<file path="src/rtl/core/tkns_pkg.sv">
package tkns_pkg;

    // configuration port
    localparam int CFG_ADDR_BITS = 2;
    localparam int CFG_DATA_BITS = 20;

    localparam logic [CFG_ADDR_BITS-1:0] CFG_KEEP_COUNT  = 2'd0;
    localparam logic [CFG_ADDR_BITS-1:0] CFG_SKIP_ENABLE = 2'd1;
    localparam logic [CFG_ADDR_BITS-1:0] CFG_QUERY_INDEX = 2'd2;

    localparam int KEEP_COUNT_BITS  = 5;
    localparam int QUERY_INDEX_BITS = 20;

    // control broadcast to every cell
    typedef struct packed {
        logic insert;  // place the candidate this cycle
        logic grow;    // list may take one more entry
        logic shift;   // move entries one cell toward the head
    } cell_ctrl_t;

endpackage

</file>
<file path="src/rtl/core/top_k_nearest_selector.sv">
// timing: a candidate is placed in the edge that accepts it; after the final
//   candidate the block drains and the kept entries follow on out_valid, best first
// throughput: one candidate per cycle while not busy; a final candidate starts
//   the head-shift drain, which holds busy until all kept entries have left
// reset: rst_n sets the list count, state and config registers to their defaults
// the receiver cannot stall: each result shows for exactly one cycle
module top_k_nearest_selector
    import tkns_pkg::*;
#(
    parameter int K_MAX      = 16,
    parameter int INDEX_BITS = 20,
    parameter int DIST_BITS  = 16
)
(
    input  logic                     clk,
    input  logic                     rst_n,
    input  logic                     start,
    output logic                     busy,
    input  logic [INDEX_BITS-1:0]    cand_index,
    input  logic [DIST_BITS-1:0]     cand_distance,
    input  logic                     final_cand,
    input  logic                     cfg_we,
    input  logic [CFG_ADDR_BITS-1:0] cfg_index,
    input  logic [CFG_DATA_BITS-1:0] cfg_data,
    output logic                     out_valid,
    output logic [INDEX_BITS-1:0]    out_index,
    output logic [DIST_BITS-1:0]     out_distance,
    output logic                     out_last
);

    // count holds 0..K_MAX
    localparam int CNT_BITS = $clog2(K_MAX + 1);
    // common width for comparing the count with keep_count
    localparam int KB = (CNT_BITS > KEEP_COUNT_BITS) ? CNT_BITS : KEEP_COUNT_BITS;
    // common width for the query index compare
    localparam int QB = (INDEX_BITS > QUERY_INDEX_BITS) ? INDEX_BITS : QUERY_INDEX_BITS;

    localparam logic ST_IDLE  = 1'b0;
    localparam logic ST_DRAIN = 1'b1;

    logic                        state_reg;
    logic                        state_next;
    logic [CNT_BITS-1:0]         count_reg;
    logic [CNT_BITS-1:0]         count_next;
    logic [KEEP_COUNT_BITS-1:0]  keep_count_reg;
    logic                        skip_enable_reg;
    logic [QUERY_INDEX_BITS-1:0] query_index_reg;

    logic                        accept;
    logic                        skip;
    logic                        grow;
    logic [KB-1:0]               k_eff;
    cell_ctrl_t                  ctrl;

    // chain links: slot i feeds cell i from the left, cell i drives slot i+1
    logic [INDEX_BITS-1:0]       link_idx [K_MAX+2];
    logic [DIST_BITS-1:0]        link_dst [K_MAX+2];
    logic                        link_sel [K_MAX+1];
    logic                        link_vld [K_MAX+1];

    // ---------------- configuration registers
    always_ff @(posedge clk or negedge rst_n)
    begin
        if (!rst_n)
        begin
            keep_count_reg  <= KEEP_COUNT_BITS'(16);
            skip_enable_reg <= 1'b0;
            query_index_reg <= '0;
        end
        else if (cfg_we)
        begin
            case (cfg_index)
                CFG_KEEP_COUNT:  keep_count_reg  <= cfg_data[KEEP_COUNT_BITS-1:0];
                CFG_SKIP_ENABLE: skip_enable_reg <= cfg_data[0];
                CFG_QUERY_INDEX: query_index_reg <= cfg_data[QUERY_INDEX_BITS-1:0];
                default:         ;
            endcase
        end
    end

    // ---------------- item acceptance and list control
    assign busy   = (state_reg == ST_DRAIN);
    assign accept = start && !busy;

    // the query entry itself is dropped but a final one still closes the set
    assign skip = skip_enable_reg &&
                  (QB'(cand_index) == QB'(query_index_reg));

    // keep_count above K_MAX saturates
    assign k_eff = (KB'(keep_count_reg) > KB'(K_MAX)) ? KB'(K_MAX) : KB'(keep_count_reg);
    assign grow  = KB'(count_reg) < k_eff;

    assign ctrl.insert = accept && !skip;
    assign ctrl.grow   = grow;
    assign ctrl.shift  = busy;

    always_comb
    begin
        state_next = state_reg;
        count_next = count_reg;
        case (state_reg)
            ST_IDLE:
            begin
                if (ctrl.insert && grow)
                begin
                    count_next = count_reg + CNT_BITS'(1);
                end
                if (accept && final_cand)
                begin
                    state_next = ST_DRAIN;
                end
            end
            ST_DRAIN:
            begin
                // head leaves each cycle; an empty list ends the drain
                if (count_reg != '0)
                begin
                    count_next = count_reg - CNT_BITS'(1);
                end
                if (count_reg <= CNT_BITS'(1))
                begin
                    state_next = ST_IDLE;
                end
            end
            default:
            begin
                state_next = ST_IDLE;
            end
        endcase
    end

    always_ff @(posedge clk or negedge rst_n)
    begin
        if (!rst_n)
        begin
            state_reg <= ST_IDLE;
            count_reg <= '0;
        end
        else
        begin
            state_reg <= state_next;
            count_reg <= count_next;
        end
    end

    // ---------------- cell chain, best entry in cell 0
    assign link_idx[0]       = cand_index;
    assign link_dst[0]       = cand_distance;
    assign link_sel[0]       = 1'b0;
    assign link_vld[0]       = 1'b1;
    assign link_idx[K_MAX+1] = '0;
    assign link_dst[K_MAX+1] = '0;

    for (genvar i = 0; i < K_MAX; i++)
    begin : g_cell
        // entries below the count are live
        assign link_vld[i+1] = count_reg > CNT_BITS'(i);

        tkns_cell #(
            .INDEX_BITS (INDEX_BITS),
            .DIST_BITS  (DIST_BITS)
        ) u_cell (
            .clk        (clk),
            .ctrl       (ctrl),
            .valid      (link_vld[i+1]),
            .cand_idx   (cand_index),
            .cand_dst   (cand_distance),
            .prev_valid (link_vld[i]),
            .prev_sel   (link_sel[i]),
            .prev_idx   (link_idx[i]),
            .prev_dst   (link_dst[i]),
            .nxt_idx    (link_idx[i+2]),
            .nxt_dst    (link_dst[i+2]),
            .sel        (link_sel[i+1]),
            .idx        (link_idx[i+1]),
            .dst        (link_dst[i+1])
        );
    end

    // ---------------- results straight from the head cell
    assign out_valid    = busy && (count_reg != '0);
    assign out_index    = link_idx[1];
    assign out_distance = link_dst[1];
    assign out_last     = (count_reg == CNT_BITS'(1));

endmodule

</file>
<file path="src/rtl/core/tkns_cell.sv">
module tkns_cell
    import tkns_pkg::*;
#(
    parameter int INDEX_BITS = 20,
    parameter int DIST_BITS  = 16
)
(
    input  logic                  clk,
    input  cell_ctrl_t            ctrl,
    input  logic                  valid,
    input  logic [INDEX_BITS-1:0] cand_idx,
    input  logic [DIST_BITS-1:0]  cand_dst,
    input  logic                  prev_valid,
    input  logic                  prev_sel,
    input  logic [INDEX_BITS-1:0] prev_idx,
    input  logic [DIST_BITS-1:0]  prev_dst,
    input  logic [INDEX_BITS-1:0] nxt_idx,
    input  logic [DIST_BITS-1:0]  nxt_dst,
    output logic                  sel,
    output logic [INDEX_BITS-1:0] idx,
    output logic [DIST_BITS-1:0]  dst
);

    logic [INDEX_BITS-1:0] idx_reg;
    logic [INDEX_BITS-1:0] idx_next;
    logic [DIST_BITS-1:0]  dst_reg;
    logic [DIST_BITS-1:0]  dst_next;
    logic                  better;

    // candidate strictly better than the held entry
    assign better = (cand_dst < dst_reg) || ((cand_dst == dst_reg) && (cand_idx < idx_reg));
    assign sel    = valid && better;
    assign idx    = idx_reg;
    assign dst    = dst_reg;

    always_comb
    begin
        idx_next = idx_reg;
        dst_next = dst_reg;
        if (ctrl.shift)
        begin
            idx_next = nxt_idx;
            dst_next = nxt_dst;
        end
        else if (ctrl.insert && (valid || (prev_valid && ctrl.grow)))
        begin
            if (prev_sel)
            begin
                idx_next = prev_idx;
                dst_next = prev_dst;
            end
            else if (better || !valid)
            begin
                idx_next = cand_idx;
                dst_next = cand_dst;
            end
        end
    end

    always_ff @(posedge clk)
    begin
        idx_reg <= idx_next;
        dst_reg <= dst_next;
    end

endmodule

</file>
<file path="config.mk">
export PLATFORM = sky130hd
export DESIGN_NAME = top_k_nearest_selector
export DESIGN_NICKNAME = d
export VERILOG_FILES = /design/src/rtl/core/tkns_pkg.sv /design/src/rtl/core/top_k_nearest_selector.sv /design/src/rtl/core/tkns_cell.sv
export SDC_FILE = /design/constraint.sdc
export NUM_CORES = 2
export LEC_CHECK = 0
export ABC_AREA = 0
export BUFFER_PORTS_ARGS = -buffer_cell sky130_fd_sc_hd__buf_2
export CAP_MARGIN = 20
export CELL_PAD_IN_SITES_DETAIL_PLACEMENT = 1
export CELL_PAD_IN_SITES_GLOBAL_PLACEMENT = 2
export CORE_ASPECT_RATIO = 1.75
export CORE_MARGIN = 4
export CORE_UTILIZATION = 40
export DETAILED_ROUTE_END_ITERATION = 8
export GPL_TIMING_DRIVEN = 0
export PLACE_DENSITY_LB_ADDON = 0.1
export SLEW_MARGIN = 20
export SYNTH_ARGS = -nofsm -noshare
export SYNTH_HDL_FRONTEND = slang
export SYNTH_SLANG_ARGS = --single-unit
</file>
<file path="constraint.sdc">
create_clock -name clk -period 5.5 [get_ports clk]
set_input_delay 0.825 -clock clk [delete_from_list [all_inputs] [get_ports clk]]
set_output_delay 0.825 -clock clk [all_outputs]
set_load 0.005 [all_outputs]
</file>
==> results.sh <==
export IMPL_final_layout_size_suffix_gt1_frac=0.0655
export IMPL_antenna_found_initial=5
export IMPL_post_dp_hpwl_mm=170
export IMPL_initial_utilization=0.404
export IMPL_r2r_start="busy"
export IMPL_crit_cells=13
export IMPL_first_pass_iters=5
export IMPL_muxShareOfSynthArea=0.0457
export IMPL_crit_required_ns=5.92
export IMPL_cts_sinks=608
export IMPL_yosys_warnings=0
export IMPL_syn_area_um2=46300
export IMPL_status="completed"
export IMPL_switchingPower_uw=18500
export IMPL_cp_start_kind="input port"
export IMPL_setup_violations=0
export IMPL_clk_latency_ns=0.69
export IMPL_peakVddDrop_mv=0.379
export IMPL_finalHoldViolations=0
export IMPL_port_buffers=100
export IMPL_synth_cells=4959
export IMPL_power_frac_seq=0.295
export IMPL_grt_pass1_wl_mm=301
export IMPL_synth_seq_cells=608
export IMPL_path_class="in2reg"
export IMPL_nFillCells=13200
export IMPL_max_stage_delay_ns=0.94
export IMPL_cts_buffer_depth=3
export IMPL_clockRootBuffer="clkbuf_16"
export IMPL_wirelength_mm=212
export IMPL_holdWs_ns=0.251
export IMPL_fin_nets=5780
export IMPL_path_delay_family="buffers and inverters"
export IMPL_synth_edf_count=540
export IMPL_ys_types=77
export IMPL_relSlewSlack=0.165
export IMPL_fp_dieW_um=265
export IMPL_synthSimpleGateAreaFrac=0.151
export IMPL_power_frac_comb=0.569
export IMPL_worstSetupEndpointType="register"
export IMPL_powerDensity_nw_per_um2=726
export IMPL_cts_buffers=69
export IMPL_clkPwrFrac=0.136
export IMPL_post_drt_wl_per_cell_um=31.7
export IMPL_critPathBufInv=4
export IMPL_syn_area_per_cell_um2=9.33
export IMPL_drcViolationCount=0
export IMPL_clock_fmax_mhz=182
export IMPL_routabilityCongestion=0.937
export IMPL_finalCritPeriodShare=0.999
export IMPL_largest_reg_flops=320
export IMPL_syn_nets=5591
export IMPL_grt_pass1_vias=44500
export IMPL_htreeDepth=3
export IMPL_cp_arrival_ns=5.92
export IMPL_die_area_um2=121000
export IMPL_synth_compound_area_frac=0.188
export IMPL_r2r_end="g_cell[10].u_cell.dst[5]"
export IMPL_reg2reg_slack_ns=0.006
export IMPL_row_count=164
export IMPL_cpMaxStageDelayCell="o31ai_1"
export IMPL_grtUsageTotal=0.340
export IMPL_syn_to_final_growth_pct=11.4
export IMPL_grt_start_max_net_pins=37
export IMPL_route_antenna_remaining_nets=0
export IMPL_core_area_um2=115000
export IMPL_holdBufCountCts=0
export IMPL_synth_adder_area_share=0.154
export IMPL_hold_class="in2async"
export IMPL_via_per_inst=6.14
export IMPL_overflow=0
export IMPL_power_uw=37400
export IMPL_synthFlopType="edfxtp_1"
export IMPL_synth_top_family_by_area="compound AO/OA/AOI/OAI gates"
export IMPL_post_dp_cell_area_um2=49200
export IMPL_die_y_um=458
export IMPL_final_cell_area_um2=51600
export IMPL_r2r_cells=7
export IMPL_async_flop_share=0.0526
export IMPL_seq_area_frac_synth=0.383
export IMPL_synthXorXnorAreaFrac=0.00435
export IMPL_path_max_fanout=19
export IMPL_p_int_uw=19000
export IMPL_cts_tree="yes"
export IMPL_ios=102
export IMPL_worst_slew_pin_slew_ns=1.25
export IMPL_startpoint="cand_distance[0]"
export IMPL_switching_share=0.493
export IMPL_drt_iter0_drc=2548
export IMPL_finalMaxSlewViolations=0
export IMPL_vias=41200
export IMPL_finClkSkew_ns=0.0300
export IMPL_p_leak_uw=0.0220
export IMPL_drv_cap=0
export IMPL_clkSlewWorstSetupHoldPaths_ns=0.06
export IMPL_rsz0062_at_grt="no"
export IMPL_crit_chain="clkbuf_1 -> inv_1 -> ha_1 -> nor2b_1 -> o211ai_1 -> a21oi_1 -> nor3_1 -> o31ai_1 -> a21boi_2 -> clkbuf_1 -> o211ai_1 -> nand2_2 -> buf_16"
export IMPL_fin_crit_ns=5.49
Yosys cell counts, types with 12 or more instances:
master | n | area, µm²
a211oi_1 | 93 | 698
a21o_1 | 65 | 488
a21oi_1 | 348 | 1740
a221o_1 | 77 | 771
a22oi_1 | 136 | 1020
buf_1 | 21 | 78.8
buf_2 | 33 | 165
clkbuf_1 | 245 | 920
dfrtp_1 | 31 | 776
dfxtp_1 | 36 | 721
edfxtp_1 | 540 | 16200
ha_1 | 569 | 7120
inv_1 | 560 | 2100
mux2_2 | 26 | 293
mux2i_1 | 182 | 1820
nand2_1 | 494 | 1850
nand2b_1 | 201 | 1260
nand3_1 | 70 | 350
nand3b_1 | 82 | 616
nand4_1 | 85 | 532
nor2_1 | 140 | 526
nor2b_1 | 66 | 413
nor3_1 | 102 | 510
nor4_1 | 12 | 75.1
o211ai_1 | 98 | 736
o21a_1 | 12 | 90.1
o21ai_0 | 237 | 1190
o22ai_1 | 36 | 225
o2bb2ai_1 | 36 | 315
o311a_1 | 36 | 360
o311ai_0 | 23 | 201
o311ai_1 | 13 | 114
or3_1 | 82 | 513
xnor2_1 | 18 | 158
per-layer routing:
metal | GRT usage | wire, µm | up-vias
li1 | - | - | 18600
met1 | 0.367 | 77700 | 20800
met2 | 0.626 | 109000 | 1241
met3 | 0.0377 | 8970 | 506
met4 | 0.217 | 16400 | 0
met5 | 0 | 0 | -
area by class of cell:
type / count / area, µm² / share of cell area
multi-input combinational: 3477 / 25300 / 0.490
buffer: 314 / 1320 / 0.0256
clock buffer: 97 / 2020 / 0.0391
timing repair buffer: 118 / 891 / 0.0173
clock inverter: 30 / 348 / 0.00675
inverter: 560 / 2100 / 0.0408
antenna: 4 / 10.0 / 0.000194
tap: 1494 / 1870 / 0.0363
sequential: 608 / 17700 / 0.344
placed cells by master, fill, tap and decap left out, types with 64 or more instances in the layout:
| master | n |
|---|---|
| edfxtp_1 | 540 |
| nand2b_1 | 198 |
| clkbuf_16 | 73 |
| buf_2 | 134 |
| nand3_1 | 70 |
| or3_1 | 82 |
| nor2b_1 | 66 |
| ha_1 | 569 |
| inv_1 | 560 |
| nor3_1 | 101 |
| o211ai_1 | 98 |
| a221o_1 | 77 |
| o21ai_0 | 237 |
| a21oi_1 | 346 |
| mux2i_1 | 182 |
| nand2_1 | 492 |
| a22oi_1 | 136 |
| nand3b_1 | 82 |
| nand4_1 | 85 |
| a211oi_1 | 93 |
| a21o_1 | 64 |
| clkbuf_1 | 250 |
| nor2_1 | 140 |
power by group through the flow:
stage	Sequential, µW	Combinational, µW	Clock (µW)
2_1_floorplan	10100	12900	0
3_3_place_gp	11100	20000	0
3_5_place_dp	11000	21000	0
4_1_cts	11000	21100	5140
5_1_grt	11300	23000	5300
6_report	11100	21300	5100
worst max-delay path by stage:
stage,to,slack [ns]
2_1_floorplan,g_cell[2].u_cell.dst[0],0.23
3_3_place_gp,g_cell[8].u_cell.idx[4],-3.22
3_5_place_dp,g_cell[13].u_cell.dst[9],-0.65
4_1_cts,g_cell[13].u_cell.idx[15],0.05
5_1_grt,g_cell[3].u_cell.idx[4],0.01
6_report,g_cell[4].u_cell.dst[11],0.006
stage by stage:
step                      setup WS [ns]  std cells  TNS [ns]   util
after floorplan                   0.230       4959         0      -
after global placement            -3.22       6553   -712.24  0.425
after detailed placement         -0.651       6571   -103.88  0.430
after CTS                        0.0481       6698         0  0.450
after global routing             0.0149       6699         0  0.450
final                           0.00614       6702         0  0.450
what timing repair did:
action                     CTS  global route
gates resized for setup      1             1
setup endpoints to repair   16            36
buffers inserted             0             0
worst reg2reg max path: cells and delay by family (launching register included):
family / cells / cell delay (ns)
AO/OA/AOI/OAI: 1 / 0.66
flip-flops: 1 / 0.36
buffers and inverters: 6 / 4.17
cells by family (layout without fill, tap and decap cells):
family                     Yosys count  count (layout)
adders and majority gates          569             569
AOI/OAI and AO/OA                 1299            1299
other                                0               4
and+or+nand+nor                   1378            1378
buffers and inverters              874            1119
DFF                                608             608
muxes                              208             208
xor gates and xnor gates            23              23
Note: power is estimated with default switching activity, not from simulation.
